File: src/hw/rtl/linear_block_remap_splitter_core_macros.svh
// ---------------------------------------------------------------------------
// Assertion macros for the linear block remap splitter
// Shared concurrent assertion forms used by the RTL.
// ---------------------------------------------------------------------------
`ifndef LINEAR_BLOCK_REMAP_SPLITTER_CORE_MACROS_SVH
`define LINEAR_BLOCK_REMAP_SPLITTER_CORE_MACROS_SVH

// same-cycle implication
`define LBRS_ASSERT_IMP(label, clk, rst_n, ante, cons, msg) \
	label: assert property (@(posedge clk) disable iff (!rst_n) (ante) |-> (cons)) \
		else $error(msg);

// next-cycle implication
`define LBRS_ASSERT_NXT(label, clk, rst_n, ante, cons, msg) \
	label: assert property (@(posedge clk) disable iff (!rst_n) (ante) |=> (cons)) \
		else $error(msg);

`endif

File: src/hw/rtl/lbrs_pkg.sv
// ---------------------------------------------------------------------------
// lbrs_pkg
// Types and codes shared by the linear block remap splitter.
// ---------------------------------------------------------------------------
package lbrs_pkg;

	localparam int RESULT_LIMIT = 16;
	localparam int QUEUE_DEPTH  = 2;

	localparam logic [1:0] ST_OK       = 2'd0;
	localparam logic [1:0] ST_MISALIGN = 2'd1;
	localparam logic [1:0] ST_BEYOND   = 2'd2;
	localparam logic [1:0] ST_HOLE     = 2'd3;

	localparam logic ACT_LOAD = 1'b0;
	localparam logic ACT_REQ  = 1'b1;

	typedef struct packed {
		logic        action;
		logic        write_flag;
		logic [40:0] request_byte_offset;
		logic [40:0] request_byte_count;
		logic [47:0] buffer_base;
		logic [3:0]  entry_index;
		logic [31:0] entry_start_sector;
		logic [31:0] entry_sector_count;
		logic [31:0] entry_target_sector;
		logic [3:0]  entry_target_device;
	} lbrs_in_t;

	typedef struct packed {
		logic [1:0]  status;
		logic [3:0]  target_device;
		logic [41:0] target_byte_offset;
		logic [47:0] buffer_address;
		logic [40:0] piece_byte_count;
		logic        write_out;
		logic        last;
	} lbrs_out_t;

	// classified word passed from front to back
	typedef struct packed {
		logic        action;
		logic        write_flag;
		logic        early;
		logic [1:0]  early_status;
		logic        zero;
		logic        in_range;
		logic [40:0] offset;
		logic [41:0] finish;
		logic [47:0] buffer_base;
		logic [3:0]  entry_index;
		logic [31:0] first_sector;
		logic [31:0] sector_count;
		logic [31:0] target_sector;
		logic [3:0]  target_device;
	} lbrs_cmd_t;

endpackage

File: src/hw/rtl/lbrs_fifo.sv
// ---------------------------------------------------------------------------
// lbrs_fifo
// Short queue of classified words between front and back.
// ---------------------------------------------------------------------------
module lbrs_fifo (
	input  logic                clk,
	input  logic                arst_n,
	input  logic                push,
	input  lbrs_pkg::lbrs_cmd_t wdata,
	input  logic                pop,
	output lbrs_pkg::lbrs_cmd_t rdata,
	output logic                full,
	output logic                empty
);
	import lbrs_pkg::*;

	localparam int PTR_W = (QUEUE_DEPTH > 1) ? $clog2(QUEUE_DEPTH) : 1;
	localparam int CNT_W = $clog2(QUEUE_DEPTH + 1);

	lbrs_cmd_t          entries_q [QUEUE_DEPTH];
	logic [PTR_W-1:0]   wr_ptr_q;
	logic [PTR_W-1:0]   rd_ptr_q;
	logic [CNT_W-1:0]   count_q;
	logic               do_push;
	logic               do_pop;

	assign full    = (count_q == CNT_W'(QUEUE_DEPTH));
	assign empty   = (count_q == '0);
	assign do_push = push && !full;
	assign do_pop  = pop && !empty;
	assign rdata   = entries_q[rd_ptr_q];

	function automatic logic [PTR_W-1:0] ptr_inc(logic [PTR_W-1:0] p);
		return (p == PTR_W'(QUEUE_DEPTH - 1)) ? '0 : p + 1'b1;
	endfunction

	always_ff @(posedge clk) begin
		if (do_push) begin
			entries_q[wr_ptr_q] <= wdata;
		end
	end

	always_ff @(posedge clk or negedge arst_n) begin
		if (!arst_n) begin
			wr_ptr_q <= '0;
			rd_ptr_q <= '0;
			count_q  <= '0;
		end else begin
			if (do_push) begin
				wr_ptr_q <= ptr_inc(wr_ptr_q);
			end
			if (do_pop) begin
				rd_ptr_q <= ptr_inc(rd_ptr_q);
			end
			if (do_push && !do_pop) begin
				count_q <= count_q + 1'b1;
			end else if (do_pop && !do_push) begin
				count_q <= count_q - 1'b1;
			end
		end
	end

endmodule

File: config.mk
export PLATFORM = sky130hd
export DESIGN_NAME = lbrs_fifo
export DESIGN_NICKNAME = d
export VERILOG_FILES = /design/src/hw/rtl/linear_block_remap_splitter_core_macros.svh /design/src/hw/rtl/lbrs_pkg.sv /design/src/hw/rtl/lbrs_fifo.sv
export SDC_FILE = /design/constraint.sdc
export NUM_CORES = 1
export LEC_CHECK = 0
export BUFFER_PORTS_ARGS = -buffer_cell sky130_fd_sc_hd__buf_4
export CAP_MARGIN = 10
export CORE_MARGIN = 2
export CORE_UTILIZATION = 40
export DETAILED_ROUTE_END_ITERATION = 12
export PLACE_DENSITY_LB_ADDON = 0.3
export SLEW_MARGIN = 10
export SYNTH_ARGS = -nofsm -noshare
export SYNTH_HDL_FRONTEND = slang
export SYNTH_SLANG_ARGS = --single-unit
File: constraint.sdc
create_clock -name clk -period 17.7 [get_ports clk]
set_clock_uncertainty 0.2 [all_clocks]
set_input_delay 0.885 -clock clk [delete_from_list [all_inputs] [get_ports clk]]
set_output_delay 0.885 -clock clk [all_outputs]
set_load 0.01 [all_outputs]
==> flow_summary.json <==
{
  "crit_required_ns": 16.61,
  "syn-instance-count": 772,
  "htree_levels": 2,
  "core_region_area_um2": 45400,
  "yosysTopAreaCellShare_pct": 79.2,
  "area.growth.synth_to_final_pct": 32.2,
  "rows": 78,
  "status": "finished clean",
  "die_w_um": 218,
  "yosysSeqAreaShare_pct": 79.7,
  "overflow": 0,
  "nFillCells": 3655,
  "final_cells": 1942,
  "power.leakage_nw": 9.48,
  "slew_viol_final": 0,
  "syn-mean-instance-area_um2": 23.8,
  "vias": 9002,
  "yosysTopAreaCell": "edfxtp_1",
  "comb_power_share_pct": 33.6,
  "place_hpwl_um": 28000,
  "startpoint_type": "flop",
  "p_seq_share_pct": 40.9,
  "crit_path_max_fanout": 72,
  "io_buffers": 489,
  "gp_congestion": 0.811,
  "relSlewSlack_pct": 27.9,
  "worstHoldEndpoint": "entries_q[1][114]$_DFFE_PP_",
  "synthFlopType": "edfxtp_1",
  "cts_tree": "done",
  "r2r-end": "entries_q[1][105]$_DFFE_PP_",
  "async_reset_ff_share_pct": 0.820,
  "synth.most_common_cell": "edfxtp_1",
  "io_pins": 490,
  "p_clk_share_pct": 25.4,
  "fin_nets": 1547,
  "first_pass_iters": 4,
  "synth_common_cells": "484 x edfxtp_1, 170 x mux2_4, 72 x mux2_2",
  "rsz0062_at_grt": "false",
  "fmax_mhz": 212,
  "critPathCaptureType": "primary output",
  "drt-initial-drc-count": 461,
  "cts_sinks": 488,
  "syn-cell-area_um2": 18400,
  "hold_viol": 0,
  "hold_path.class": "in -> reg",
  "clk_pin_slew_ns": 0.06,
  "synth.area.top_cells": "edfxtp_1 79%, mux2_4 14%, mux2_2 4.4%, buf_6 1.2%, dfrtp_1 0.55%",
  "ys_types": 15,
  "setup_viol": 0,
  "fin_ws_ns": 12.98,
  "vdd_drop_max_v": 0.0000988,
  "r2r_start": "count_q[0]$_DFFE_PN0P_",
  "dpl.cell_count": 1845,
  "grt_usage_pct": 16.1,
  "ant_nets": 0,
  "die_h_um": 218,
  "cp_data_arrival_time_ns": 3.64,
  "seq_area_um2": 14600,
  "cts_inserted_buffers": 52,
  "post_drt_via_cell_ratio": 4.64,
  "multi_input_area_um2": 3460,
  "grt_pass1_wl_um": 56900,
  "final_core_util_pct": 53.5,
  "grt_max_degree": 73,
  "drc": 0,
  "regToRegSetupSlack_ns": 14.05,
  "drt_wl_total_um": 40200,
  "grt_pass1_vias": 9630,
  "path_class": "reg -> out",
  "ys_ff_latch": 488,
  "netSwitchingFraction_pct": 28.2,
  "drive_above_1_share_pct": 61.1,
  "syn_nets": 1019,
  "preCtsSetupSlack_ns": 13.55,
  "start_util_pct": 40.4,
  "power_density_nw_per_um2": 167,
  "max_cap_violations": 0,
  "hold_depth": 1,
  "cts_root_buffer": "clkbuf_16",
  "worstMarginPinSlew_ns": 1.08,
  "cts_buffer_depth": 3,
  "reg2regPathDepth": 4,
  "power_mw": 4.06,
  "period_needed_ns": 4.72,
  "hold_start": "wdata[114]",
  "fin_crit_sh_pct": 26.7,
  "switching_power_mw": 1.15,
  "antenna_found_initial": 0,
  "die_area_um2": 47600,
  "cts_setup_buffers": 0,
  "synth_edf_count": 484,
  "p_int_mw": 2.91,
  "yosysWarnings": 0,
  "wl_per_cell_um": 20.7,
  "clk_latency_ns": 0.58,
  "diodes": 0,
  "setup_tns_ns": 0
}
worst max-delay path by stage:
| stage | start | cells after the start | endpoint | slack (ns) |
|---|---|---|---|---|
| after CTS | rd_ptr_q$_DFFE_PN0P_ | 4 | rdata[226] | 12.90 |
| after global routing | rd_ptr_q$_DFFE_PN0P_ | 4 | rdata[238] | 12.75 |
| after floorplan | push | 2 | entries_q[0][0]$_DFFE_PP_ | 5.65 |
| after global placement | rd_ptr_q$_DFFE_PN0P_ | 4 | rdata[226] | 13.59 |
| after detailed placement | rd_ptr_q$_DFFE_PN0P_ | 4 | rdata[227] | 13.55 |
| final | rd_ptr_q$_DFFE_PN0P_ | 4 | rdata[226] | 12.98 |
power by group through the flow:
stage	registers, mW	clock network (mW)	logic (mW)
finish	1.66	1.03	1.37
global route	1.68	1.11	1.45
CTS	1.67	1.06	1.39
detailed placement	1.69	0	1.39
global placement	1.68	0	1.38
floorplan	1.74	0	0.839
critical path, stage by stage, from the launching register on:
cell	delay, ns
dfrtp_4	0.60
buf_4	0.84
buf_4	0.93
mux2_2	0.42
buf_4	0.14
area by class of cell:
class	instances	share of cell area (%)
tap	600	3.09
inverter	2	0.0309
timing repair buffer	501	15.5
multi-input combinational	255	14.3
clock buffer	62	5.61
clock inverter	34	1.14
sequential	488	60.3
state kept, by name (all words and copies together) (netlist names):
| name | count |
|---|---|
| rd_ptr_q | 1 |
| wr_ptr_q | 1 |
| count_q | 2 |
| entries_q | 484 |
through the flow:
step	area, um2	hold WS, ns
after floorplan	18400	0.261
after global placement	22600	0.307
after detailed placement	22600	0.306
after CTS	24300	0.239
after global routing	24300	0.251
final	24300	0.285
per-layer routing:
metal  part of all wire (%)  wire [um]  up-vias  GRT usage, %
li1                       -          -     4142             -
met1                     36      14600     4462          17.7
met2                     52      20800      328          28.0
met3                    8.7       3490       70          5.86
met4                    3.2       1280        0          7.03
met5                      0          0        -             0
cell usage in the layout (no fill, tap or decap):
master and instances:
bufinv_16 4, nand2b_1 1, mux2_2 72, and3_4 1
clkinv_2 11, o21ai_0 1, inv_1 2, dlygate4sd3_1 1
nor2_4 1, clkinv_1 12, buf_4 500, clkinvlp_4 3
ha_1 1, mux2_4 170, xor2_1 2, clkbuf_1 9
inv_6 4, clkbuf_16 53, dfrtp_4 1, nor2_1 2
xnor2_1 3, nand2_1 1, dfrtp_1 3, edfxtp_1 484
logic make-up (layout without fill, tap and decap cells):
kind of cell / after synthesis / count (layout) / synth area share (%)
simple gates: 6 / 6 / 0.150
flops: 488 / 488 / 79.7
mux: 242 / 242 / 18.3
xor+xnor: 5 / 5 / 0.239
compound gates: 1 / 1 / 0.0272
fa+ha+maj: 1 / 1 / 0.0682
buf+inv: 29 / 599 / 1.46
timing repair:
item,4_1_cts,5_1_grt
endpoints found under the hold margin,4,0
hold buffers,1,0
resized for setup,0,0
No activity file was read; power rests on OpenSTA's default activity.
