[src/hw/rtl/linear_block_remap_splitter_core_macros.svh]
// ---------------------------------------------------------------------------
// Assertion macros for the linear block remap splitter
// Shared concurrent assertion forms used by the RTL.
// ---------------------------------------------------------------------------
`ifndef LINEAR_BLOCK_REMAP_SPLITTER_CORE_MACROS_SVH
`define LINEAR_BLOCK_REMAP_SPLITTER_CORE_MACROS_SVH

// same-cycle implication
`define LBRS_ASSERT_IMP(label, clk, rst_n, ante, cons, msg) \
	label: assert property (@(posedge clk) disable iff (!rst_n) (ante) |-> (cons)) \
		else $error(msg);

// next-cycle implication
`define LBRS_ASSERT_NXT(label, clk, rst_n, ante, cons, msg) \
	label: assert property (@(posedge clk) disable iff (!rst_n) (ante) |=> (cons)) \
		else $error(msg);

`endif

[src/hw/rtl/lbrs_pkg.sv]
// ---------------------------------------------------------------------------
// lbrs_pkg
// Types and codes shared by the linear block remap splitter.
// ---------------------------------------------------------------------------
package lbrs_pkg;

	localparam int RESULT_LIMIT = 16;
	localparam int QUEUE_DEPTH  = 2;

	localparam logic [1:0] ST_OK       = 2'd0;
	localparam logic [1:0] ST_MISALIGN = 2'd1;
	localparam logic [1:0] ST_BEYOND   = 2'd2;
	localparam logic [1:0] ST_HOLE     = 2'd3;

	localparam logic ACT_LOAD = 1'b0;
	localparam logic ACT_REQ  = 1'b1;

	typedef struct packed {
		logic        action;
		logic        write_flag;
		logic [40:0] request_byte_offset;
		logic [40:0] request_byte_count;
		logic [47:0] buffer_base;
		logic [3:0]  entry_index;
		logic [31:0] entry_start_sector;
		logic [31:0] entry_sector_count;
		logic [31:0] entry_target_sector;
		logic [3:0]  entry_target_device;
	} lbrs_in_t;

	typedef struct packed {
		logic [1:0]  status;
		logic [3:0]  target_device;
		logic [41:0] target_byte_offset;
		logic [47:0] buffer_address;
		logic [40:0] piece_byte_count;
		logic        write_out;
		logic        last;
	} lbrs_out_t;

	// classified word passed from front to back
	typedef struct packed {
		logic        action;
		logic        write_flag;
		logic        early;
		logic [1:0]  early_status;
		logic        zero;
		logic        in_range;
		logic [40:0] offset;
		logic [41:0] finish;
		logic [47:0] buffer_base;
		logic [3:0]  entry_index;
		logic [31:0] first_sector;
		logic [31:0] sector_count;
		logic [31:0] target_sector;
		logic [3:0]  target_device;
	} lbrs_cmd_t;

endpackage

[src/hw/rtl/lbrs_front.sv]
// ---------------------------------------------------------------------------
// lbrs_front
// Accepts words, checks alignment and slot range, forms queue entries.
// ---------------------------------------------------------------------------
module lbrs_front #(
	parameter int SECTOR_BYTES = 512,
	parameter int BLOCK_BYTES  = 4096,
	parameter int MAX_SEGMENTS = 16
) (
	input  logic               start,
	output logic               busy,
	input  lbrs_pkg::lbrs_in_t command,
	input  logic               full,
	output logic               push,
	output lbrs_pkg::lbrs_cmd_t cmd
);
	import lbrs_pkg::*;

	localparam int SPB = ((BLOCK_BYTES / SECTOR_BYTES) != 0) ?
		(BLOCK_BYTES / SECTOR_BYTES) : 1;

	logic req_misalign;
	logic load_misalign;
	logic in_range;

	assign busy = full;
	assign push = start && !full;

	assign req_misalign =
		((command.request_byte_offset & 41'(BLOCK_BYTES - 1)) != '0) ||
		((command.request_byte_count  & 41'(BLOCK_BYTES - 1)) != '0);

	assign load_misalign = (command.entry_sector_count != '0) && (
		((command.entry_start_sector  & 32'(SPB - 1)) != '0) ||
		((command.entry_sector_count  & 32'(SPB - 1)) != '0) ||
		((command.entry_target_sector & 32'(SPB - 1)) != '0));

	assign in_range = 7'(command.entry_index) < 7'(MAX_SEGMENTS);

	always_comb begin
		cmd               = '0;
		cmd.action        = command.action;
		cmd.write_flag    = command.write_flag;
		cmd.in_range      = in_range;
		cmd.offset        = command.request_byte_offset;
		cmd.finish        = 42'(command.request_byte_offset) +
			42'(command.request_byte_count);
		cmd.buffer_base   = command.buffer_base;
		cmd.entry_index   = command.entry_index;
		cmd.first_sector  = command.entry_start_sector;
		cmd.sector_count  = command.entry_sector_count;
		cmd.target_sector = command.entry_target_sector;
		cmd.target_device = command.entry_target_device;
		cmd.zero          = (command.request_byte_count == '0);
		unique case (command.action)
			ACT_LOAD: begin
				cmd.early = 1'b1;
				if (!in_range) begin
					cmd.early_status = ST_BEYOND;
				end else if (load_misalign) begin
					cmd.early_status = ST_MISALIGN;
				end else begin
					cmd.early_status = ST_OK;
				end
			end
			ACT_REQ: begin
				cmd.early        = req_misalign;
				cmd.early_status = ST_MISALIGN;
			end
			default: begin
				cmd.early        = 1'b1;
				cmd.early_status = ST_OK;
			end
		endcase
	end

endmodule

[config.mk]
export PLATFORM = sky130hd
export DESIGN_NAME = lbrs_front
export DESIGN_NICKNAME = d
export VERILOG_FILES = /design/src/hw/rtl/linear_block_remap_splitter_core_macros.svh /design/src/hw/rtl/lbrs_pkg.sv /design/src/hw/rtl/lbrs_front.sv
export SDC_FILE = /design/constraint.sdc
export NUM_CORES = 1
export LEC_CHECK = 0
export ABC_CLOCK_PERIOD_IN_PS = 3300
export BUFFER_PORTS_ARGS = -buffer_cell sky130_fd_sc_hd__buf_2
export CAP_MARGIN = 30
export CORE_AREA = 2 2 187 189
export DETAILED_ROUTE_END_ITERATION = 8
export DIE_AREA = 0 0 189 191
export PLACE_DENSITY = 0.35
export RECOVER_POWER = 100
export SLEW_MARGIN = 30
export SYNTH_ARGS = -nofsm -noshare
export SYNTH_HDL_FRONTEND = slang
export SYNTH_SLANG_ARGS = --single-unit
[constraint.sdc]
create_clock -name vclk -period 3.3
set_clock_uncertainty 0.2 [all_clocks]
set_input_delay 0.33 -clock vclk [all_inputs]
set_output_delay 0.33 -clock vclk [all_outputs]
set_load 0.01 [all_outputs]
==> results of run 1 <==
-- worst max-delay path, delay by kind of cell --
family                   cells  cell delay [ps]
AND/OR/NAND/NOR              2              470
AO/OA/AOI/OAI                5             1190
adder cells (fa/ha/maj)      1              260
buffers and inverters        2              270
XOR/XNOR                     1              190
-- metrics by stage --
| stage | instance area [um^2] | power [mW] | cells | util, % | setup WS, ps |
|---|---|---|---|---|---|
| 6_report | 4830 | 1.03 | 1110 | 14.2 | 64.1 |
| 5_1_grt | 4830 | 1.13 | 1110 | 14.2 | -186 |
| 4_1_cts | 4720 | 1.02 | 1107 | 13.8 | -94.1 |
| 3_5_place_dp | 4600 | 0.993 | 1105 | 13.5 | -294 |
| 3_3_place_gp | 4600 | 1.00 | 1105 | 13.5 | -282 |
| 2_1_floorplan | 4050 | 0.720 | 574 | - | 340 |
-- cell families (layout without fill, tap and decap cells) --
family,count (synthesis),in the layout,synth area share [%]
XOR/XNOR,36,36,7.78
AND/OR/NAND/NOR,145,145,17.8
AO/OA/AOI/OAI,126,126,21.7
buffers and inverters,222,303,39.2
multiplexers,1,1,0.247
other,2,2,0.185
adder cells (fa/ha/maj),42,42,13.2
-- per-layer routing --
| metal | routed length [um] | vias to the layer above |
|---|---|---|
| met3 | 1280 | 58 |
| met4 | 594 | 4 |
| met5 | 30 | - |
| met2 | 10400 | 241 |
| met1 | 6660 | 1917 |
| li1 | - | 1986 |
-- layout by cell type (no fill, tap or decap), drive strengths merged, types with 3 or more instances in the layout --
master	instances
ha	41
nand2	36
a21oi	43
o21ai	17
xnor2	20
clkbuf	83
buf	209
inv	11
a21o	23
o21bai	5
and3	7
o211ai	4
o31ai	3
nor4	18
a31oi	6
nand3	12
nand4	8
nand2b	4
xor2	16
nor2b	5
o21a	4
nor2	34
nor3	12
a211oi	5
-- path summary, 6_finish.rpt --
kind | slack, ps | end | startpoint | cells after the start
max | 60 | cmd[183] | command[194] | 11
min | 460 | cmd[119] | command[119] | 0
-- final cells by class --
| class | count | area (um^2) |
|---|---|---|
| fillers | 4011 | 29300 |
| inverters | 11 | 41.3 |
| multi-input cells | 352 | 2730 |
| well taps | 455 | 569 |
| repair buffers | 292 | 1500 |
-- repair_timing --
item	4_1_cts	5_1_grt
endpoints found under the setup margin	10	13
pin swaps	12	23
gates resized for setup	22	35
buffers inserted	2	3
-- power by group through the flow --
stage          sequential, mW  clock [mW]  combinational (mW)
3_5_place_dp                0           0               0.993
2_1_floorplan               0           0               0.720
5_1_grt                     0           0                1.13
3_3_place_gp                0           0                1.00
6_report                    0           0                1.03
4_1_cts                     0           0                1.02
==> results.toml, run 1 <==
[global_routing]
grt.total_usage_pct = 9.49
grt_busiest_layer = "met2"
antenna_found_initial = 2
grt.overflow.total = 0
grt.met3_usage_pct = 1.34
grt_use_met1_pct = 9.30
grt_pass1_vias = 4194
grt_max_degree = 10
grt_first_pass_wirelength_um = 25600
use_met2_pct = 20.1

[timing]
setup_tns_ps = 0
setup_viol_count_final = 0
drv_slew = 0
fmax_mhz = 309
worst_slew_pin_slew_ps = 585
finalCritPeriodShare_pct = 98.1
rsz0062_at_grt = "yes"
hold_viol = 0
finalCriticalPeriod_ps = 3240
whs_ps = 460
relSlewSlack_pct = 60.6

[logic_synthesis]
avgSynthCellArea_um2 = 7.06
ys_seq_area_share_pct = 0
synth.most_common_cell = "buf_4"
syn_nets = 854
synth_top_cell_area_share_pct = 36.7
syn-instance-count = 574
synth_area_um2 = 4050
ys_warn_count = 0
yosys.area.top_type = "buf_4"
synth_area_leaders = "buf_4, ha_1, a21oi_1"
synth_common_cells = "buf_4, a21oi_1, ha_1, nand2_1, nor2_1"
ys_types = 55

[die]
dieWidth_um = 189
fp.dieH_um = 191
rows = 68
die_area_um2 = 36100
core_area_um2 = 34100
ios = 482
start_util_pct = 11.9

[routing]
wl_per_cell_um = 17.1
num_vias = 4206
via_per_inst = 3.79
ant_nets = 0
dr.pass1.iters = 4
drt_iter0_markers = 140
drcViolationCount = 0
drt-total-wl_um = 18900

[worst_setup_path]
crit_fanout = 4
slowest_delay_ps = 390
path_class = "input port to output pin"
crit_path_end_kind = "output pin"
crit_slowest_cell = "o41ai_4"
arrival_ps = 2710
start_kind = "input port"
cp.required_ps = 2770
critical_path.cell_chain = "buf_8 -> ha_4 -> a21oi_4 -> nand4b_1 -> a211oi_4 -> o2111ai_2 -> o211ai_1 -> nand2_1 -> o41ai_4 -> xor2_1 -> buf_2"

[power]
p_comb_share_pct = 100.0
ir_drop_v = 0.0000619
p_switching_mw = 0.596
p_int_mw = 0.437
seqPwrFrac_pct = 0
switching_share_pct = 57.7
powerDensity_nw_per_um2 = 214
power.leakage_nw = 2.12
clkPwrFrac_pct = 0

[placement]
port_buffers = 250
place.gp.congestion = 0.847
dp_hpwl_um = 17100

[cells_and_area]
seq_cell_count = 0
area_growth_syn_to_layout_pct = 19.3
drive_gt1_share_pct = 38.2
regArea_um2 = 0
final_nets = 937
antenna_cells = 0
clkbuf_count = 0

[clocking]
hold_buffers = 0

[hold_path]
hp-class = "input port to output pin"

[flow_run]
maxCapViolCount = 0

[run_status]
status = "finished clean"
Note: power is estimated with default switching activity, not from simulation.
==> run 2: changes to the inputs <==
--- a/config.mk
+++ b/config.mk
@@ -12,7 +12,6 @@
 export DETAILED_ROUTE_END_ITERATION = 8
 export DIE_AREA = 0 0 189 191
 export PLACE_DENSITY = 0.35
-export RECOVER_POWER = 100
 export SLEW_MARGIN = 30
 export SYNTH_ARGS = -nofsm -noshare
 export SYNTH_HDL_FRONTEND = slang
==> run 2 against run 1 <==
Compared with the run above: die area did not move; first-iteration DRC count fell by 11%; combinational power barely moved; fmax fell by 0.79%; worst hold slack did not move; design area rose by 2.1%; total power rose by 1.3%; largest cell class unchanged; largest power group unchanged; highest routed layer unchanged.
==> results.toml, run 2 (same netlist as run 1, synthesis figures left out) <==
[routing]
wl_per_cell_um = 17.0
via_per_inst = 3.81
drcViolationCount = 0
drt-total-wl_um = 18900
drt_iter0_markers = 124
dr.pass1.iters = 5
num_vias = 4226
ant_nets = 0

[cells_and_area]
utilization_pct = 14.5
fin_cells = 1110
antenna_cells = 0
multiInputGateArea_um2 = 2730
mostFrequentLayoutCells = "buf_2, buf_4, nand2_1, a21oi_1, nor2_1"
final_area_um2 = 4940
clkbuf_count = 0
final_nets = 937
n_fill_cell = 3964
seq_cell_count = 0
drive_gt1_share_pct = 50.8
regArea_um2 = 0
area_growth_syn_to_layout_pct = 21.9
layout_commonest_cell = "buf_2"

[placement]
dp_slack_ps = -294
dp_hpwl_um = 17100
dpl_cell_area_um2 = 4600
port_buffers = 250
place.gp.congestion = 0.847
placed_cells = 1105

[timing]
finalCritPeriodShare_pct = 98.8
layout_setup_ws_ps = 38.5
setup_viol_count_final = 0
setup_tns_ps = 0
worst_slew_pin_slew_ps = 585
hold_viol = 0
rsz0062_at_grt = "yes"
relSlewSlack_pct = 60.7
fmax_mhz = 307
finalCriticalPeriod_ps = 3260
drv_slew = 0

[die]
fp.dieH_um = 191
core_area_um2 = 34100
rows = 68
ios = 482
die_area_um2 = 36100
start_util_pct = 11.9
dieWidth_um = 189

[hold_path]
hold_depth = 0
min_from = "command[119]"
hp-class = "input port to output pin"
min_to = "cmd[119]"

[worst_setup_path]
crit_fanout = 4
arrival_ps = 2730
crit_path_end_kind = "output pin"
start_kind = "input port"
path_class = "input port to output pin"
cp.required_ps = 2770

[global_routing]
antenna_found_initial = 2
grt_pass1_vias = 4194
grt_first_pass_wirelength_um = 25600
grt.overflow.total = 0
grt_max_degree = 10
grt.total_usage_pct = 9.49

[power]
power.leakage_nw = 2.35
ir_drop_v = 0.0000625
powerDensity_nw_per_um2 = 212

[flow_run]
maxCapViolCount = 0

[run_status]
status = "finished clean"

[clocking]
hold_buffers = 0
[run 2: timing repair]
| item | CTS | global route |
|---|---|---|
| setup endpoints to repair | 10 | 13 |
| endpoints found under the hold margin | 0 | 0 |
| buffers inserted | 2 | 3 |
| resized for setup | 22 | 35 |
| cloned | 0 | 0 |
| pin swaps | 12 | 23 |
[run 2: worst max path at each step]
stage	startpoint	end	slack, ps	cells after the start
2_1_floorplan	command[152]	cmd[192]	340	11
3_3_place_gp	command[193]	cmd[192]	-280	13
3_5_place_dp	command[193]	cmd[192]	-290	13
4_1_cts	command[193]	cmd[190]	-90	13
5_1_grt	command[194]	cmd[183]	-190	11
6_report	command[194]	cmd[183]	40	11
[run 2: where the power goes]
group	switching, mW	internal, mW
combinational	0.595	0.451
sequential	0	0
clock	0	0
[run 2: metrics by stage]
step                hold slack (ps)  total power, mW
detailed placement              460            0.993
global placement                460             1.00
global route                    460             1.14
floorplan                       506            0.720
CTS                             460             1.02
finish                          460             1.05
[run 2: per-layer routing]
layer,share of wire (%),vias up,GRT usage [%]
li1,-,1988,-
met1,35,1935,9.30
met5,0.16,-,0
met4,3.1,4,2.70
met3,6.7,58,1.34
met2,55,241,20.1
[run 2: critical path, cell delays in order]
cell and delay (ps):
buf_8 110, ha_4 260, a21oi_4 50, nand4b_1 280, a211oi_4 370, o2111ai_2 170, o211ai_1 230, nand2_1 190
o41ai_4 390, xor2_1 190, buf_2 160
[run 2: final cells by class]
type               count  area share, %
inverters             11          0.836
multi-input cells    352           55.2
well taps            455           11.5
repair buffers       292           32.5
==> run 3: changes to the inputs <==
--- a/config.mk
+++ b/config.mk
@@ -5,13 +5,14 @@
 export SDC_FILE = /design/constraint.sdc
 export NUM_CORES = 1
 export LEC_CHECK = 0
+export ABC_AREA = 1
 export ABC_CLOCK_PERIOD_IN_PS = 3300
 export BUFFER_PORTS_ARGS = -buffer_cell sky130_fd_sc_hd__buf_2
 export CAP_MARGIN = 30
-export CORE_AREA = 2 2 187 189
+export CORE_AREA = 2 2 186 188
 export DETAILED_ROUTE_END_ITERATION = 8
-export DIE_AREA = 0 0 189 191
-export PLACE_DENSITY = 0.35
+export DIE_AREA = 0 0 188 190
+export PLACE_DENSITY = 0.38
 export SLEW_MARGIN = 30
 export SYNTH_ARGS = -nofsm -noshare
 export SYNTH_HDL_FRONTEND = slang
==> run 3 against run 2 <==
Compared with the run above: utilization rose by 1.0 points; fmax rose by 12%; design area rose by 6.7%; first-iteration DRC count rose by 65%; clock-buffer cell count did not move; cell count rose by 26%; non-clock buffer count fell by 41; combinational power fell by 4%; critical path depth rose by 1; worst hold slack did not move; synthesized cell count rose by 56%.
==> results.toml, run 3 <==
[routing]
via_per_inst = 3.68
drcViolationCount = 0
wl_per_cell_um = 14.5
drt-total-wl_um = 20300
drt_iter0_markers = 205
ant_nets = 0
dr.pass1.iters = 7
num_vias = 5162

[placement]
place.gp.congestion = 0.881
placed_cells = 1402
dp_hpwl_um = 18800
port_buffers = 250
dp_slack_ps = 373

[worst_setup_path]
start_kind = "input port"
critical_path.cell_chain = "buf_2 -> ha_1 -> inv_1 -> fa_1 -> inv_1 -> nand2_1 -> nand2_1 -> nand4_1 -> nor2_1 -> nor2_1 -> xnor2_1 -> buf_2"
slowest_delay_ps = 410
crit_slowest_cell = "fa_1"
cp.required_ps = 2770
arrival_ps = 2390
crit_fanout = 3
crit_path_end_kind = "output pin"
path_class = "input port to output pin"

[timing]
whs_ps = 460
setup_tns_ps = 0
fmax_mhz = 342
drv_slew = 0
rsz0062_at_grt = "no"
layout_setup_ws_ps = 375
setup_viol_count_final = 0
finalCritPeriodShare_pct = 88.6
hold_viol = 0
finalCriticalPeriod_ps = 2920

[clocking]
cts_setup_buffers = 0
hold_buffers = 0
cts_resized = 0

[die]
rows = 68
ios = 482
fp.dieH_um = 190
dieWidth_um = 188
die_area_um2 = 35700
start_util_pct = 14.5
core_area_um2 = 33900

[cells_and_area]
fin_cells = 1402
regArea_um2 = 0
mostFrequentLayoutCells = "nand2_1, buf_2, inv_1, nor2_1, ha_1"
seq_cell_count = 0
antenna_cells = 0
n_fill_cell = 4037
layout_commonest_cell = "nand2_1"
drive_gt1_share_pct = 30.3
final_nets = 1229
area_growth_syn_to_layout_pct = 6.93
clkbuf_count = 0

[flow_run]
maxCapViolCount = 0

[power]
switching_share_pct = 64.1
total_power_mw = 1.01
p_comb_share_pct = 100.0
seqPwrFrac_pct = 0
powerDensity_nw_per_um2 = 191
p_int_mw = 0.361
p_switching_mw = 0.646
ir_drop_v = 0.0000401
clkPwrFrac_pct = 0
power.leakage_nw = 3.14

[global_routing]
grt.overflow.total = 0
grt_max_degree = 7
grt_pass1_vias = 5172
grt.total_usage_pct = 10.7
grt_first_pass_wirelength_um = 29700
antenna_found_initial = 0

[logic_synthesis]
syn-instance-count = 894
ys_types = 29
synth_common_cells = "nand2_1, buf_4, inv_1, nor2_1, ha_1"
synth.most_common_cell = "nand2_1"
ys_warn_count = 0
avgSynthCellArea_um2 = 5.51
synth_top_cell_area_share_pct = 30.2
synth_area_leaders = "buf_4, nand2_1, inv_1"
ys_seq_area_share_pct = 0
synth_area_um2 = 4930
yosys.area.top_type = "buf_4"
syn_nets = 1174

[run_status]
status = "finished clean"

[hold_path]
hp-class = "input port to output pin"
==> run 3: changes by cell type in the layout (fill, tap and decap cells not counted), moves of 18 or more <==
cell     delta
nand2_1   +231
nor2_1     +37
inv_1     +127
a21o_1     -22
buf_4      -41
nand2_2    +18
==> run 3: routing by layer <==
| layer | wire, um | share of wire (%) | global-route usage, % | up-vias |
|---|---|---|---|---|
| met5 | 0 | 0 | 0 | - |
| met4 | 537 | 2.6 | 2.76 | 0 |
| met3 | 881 | 4.3 | 1.24 | 42 |
| met2 | 9730 | 48 | 18.8 | 148 |
| met1 | 9170 | 45 | 13.9 | 2314 |
| li1 | - | - | - | 2658 |
==> run 3: cells by family after synthesis <==
family                   synth area share [%]
buffers and inverters                    40.7
adder cells (fa/ha/maj)                  10.8
XOR/XNOR                                 4.09
AND/OR/NAND/NOR                          39.0
AO/OA/AOI/OAI                            5.28
other                                   0.152
==> run 3: critical path: cells and delay by family <==
family / cells / cell delay, ps
adders and majority gates: 2 / 630
and+or+nand+nor: 5 / 590
buffers and inverters: 4 / 520
xor gates and xnor gates: 1 / 330
==> run 3: final cells by class <==
| cell class | instances | area (um^2) | share of cell area [%] |
|---|---|---|---|
| Multi-Input combinational cell | 558 | 2920 | 55.5 |
| Timing Repair Buffer | 251 | 1260 | 23.9 |
| Tap cell | 455 | 569 | 10.8 |
| Inverter | 138 | 518 | 9.83 |
==> run 3: final timing paths <==
| kind | slack (ps) | start | cells past startpoint | endpoint |
|---|---|---|---|---|
| setup / recovery | 380 | command[193] | 12 | cmd[172] |
| hold / removal | 460 | command[107] | 0 | cmd[107] |
==> run 3: power by group through the flow <==
| stage | combinational (mW) | clock, mW | sequential, mW |
|---|---|---|---|
| floorplan | 0.768 | 0 | 0 |
| global placement | 1.03 | 0 | 0 |
| detailed placement | 1.02 | 0 | 0 |
| CTS | 1.03 | 0 | 0 |
| global route | 1.12 | 0 | 0 |
| finish | 1.01 | 0 | 0 |
==> run 3: metrics by stage <==
| step | util [%] | cell area, um^2 |
|---|---|---|
| CTS | 15.5 | 5270 |
| finish | 15.5 | 5270 |
| floorplan | - | 4930 |
| detailed placement | 15.5 | 5270 |
| global placement | 15.5 | 5270 |
| global route | 15.5 | 5270 |
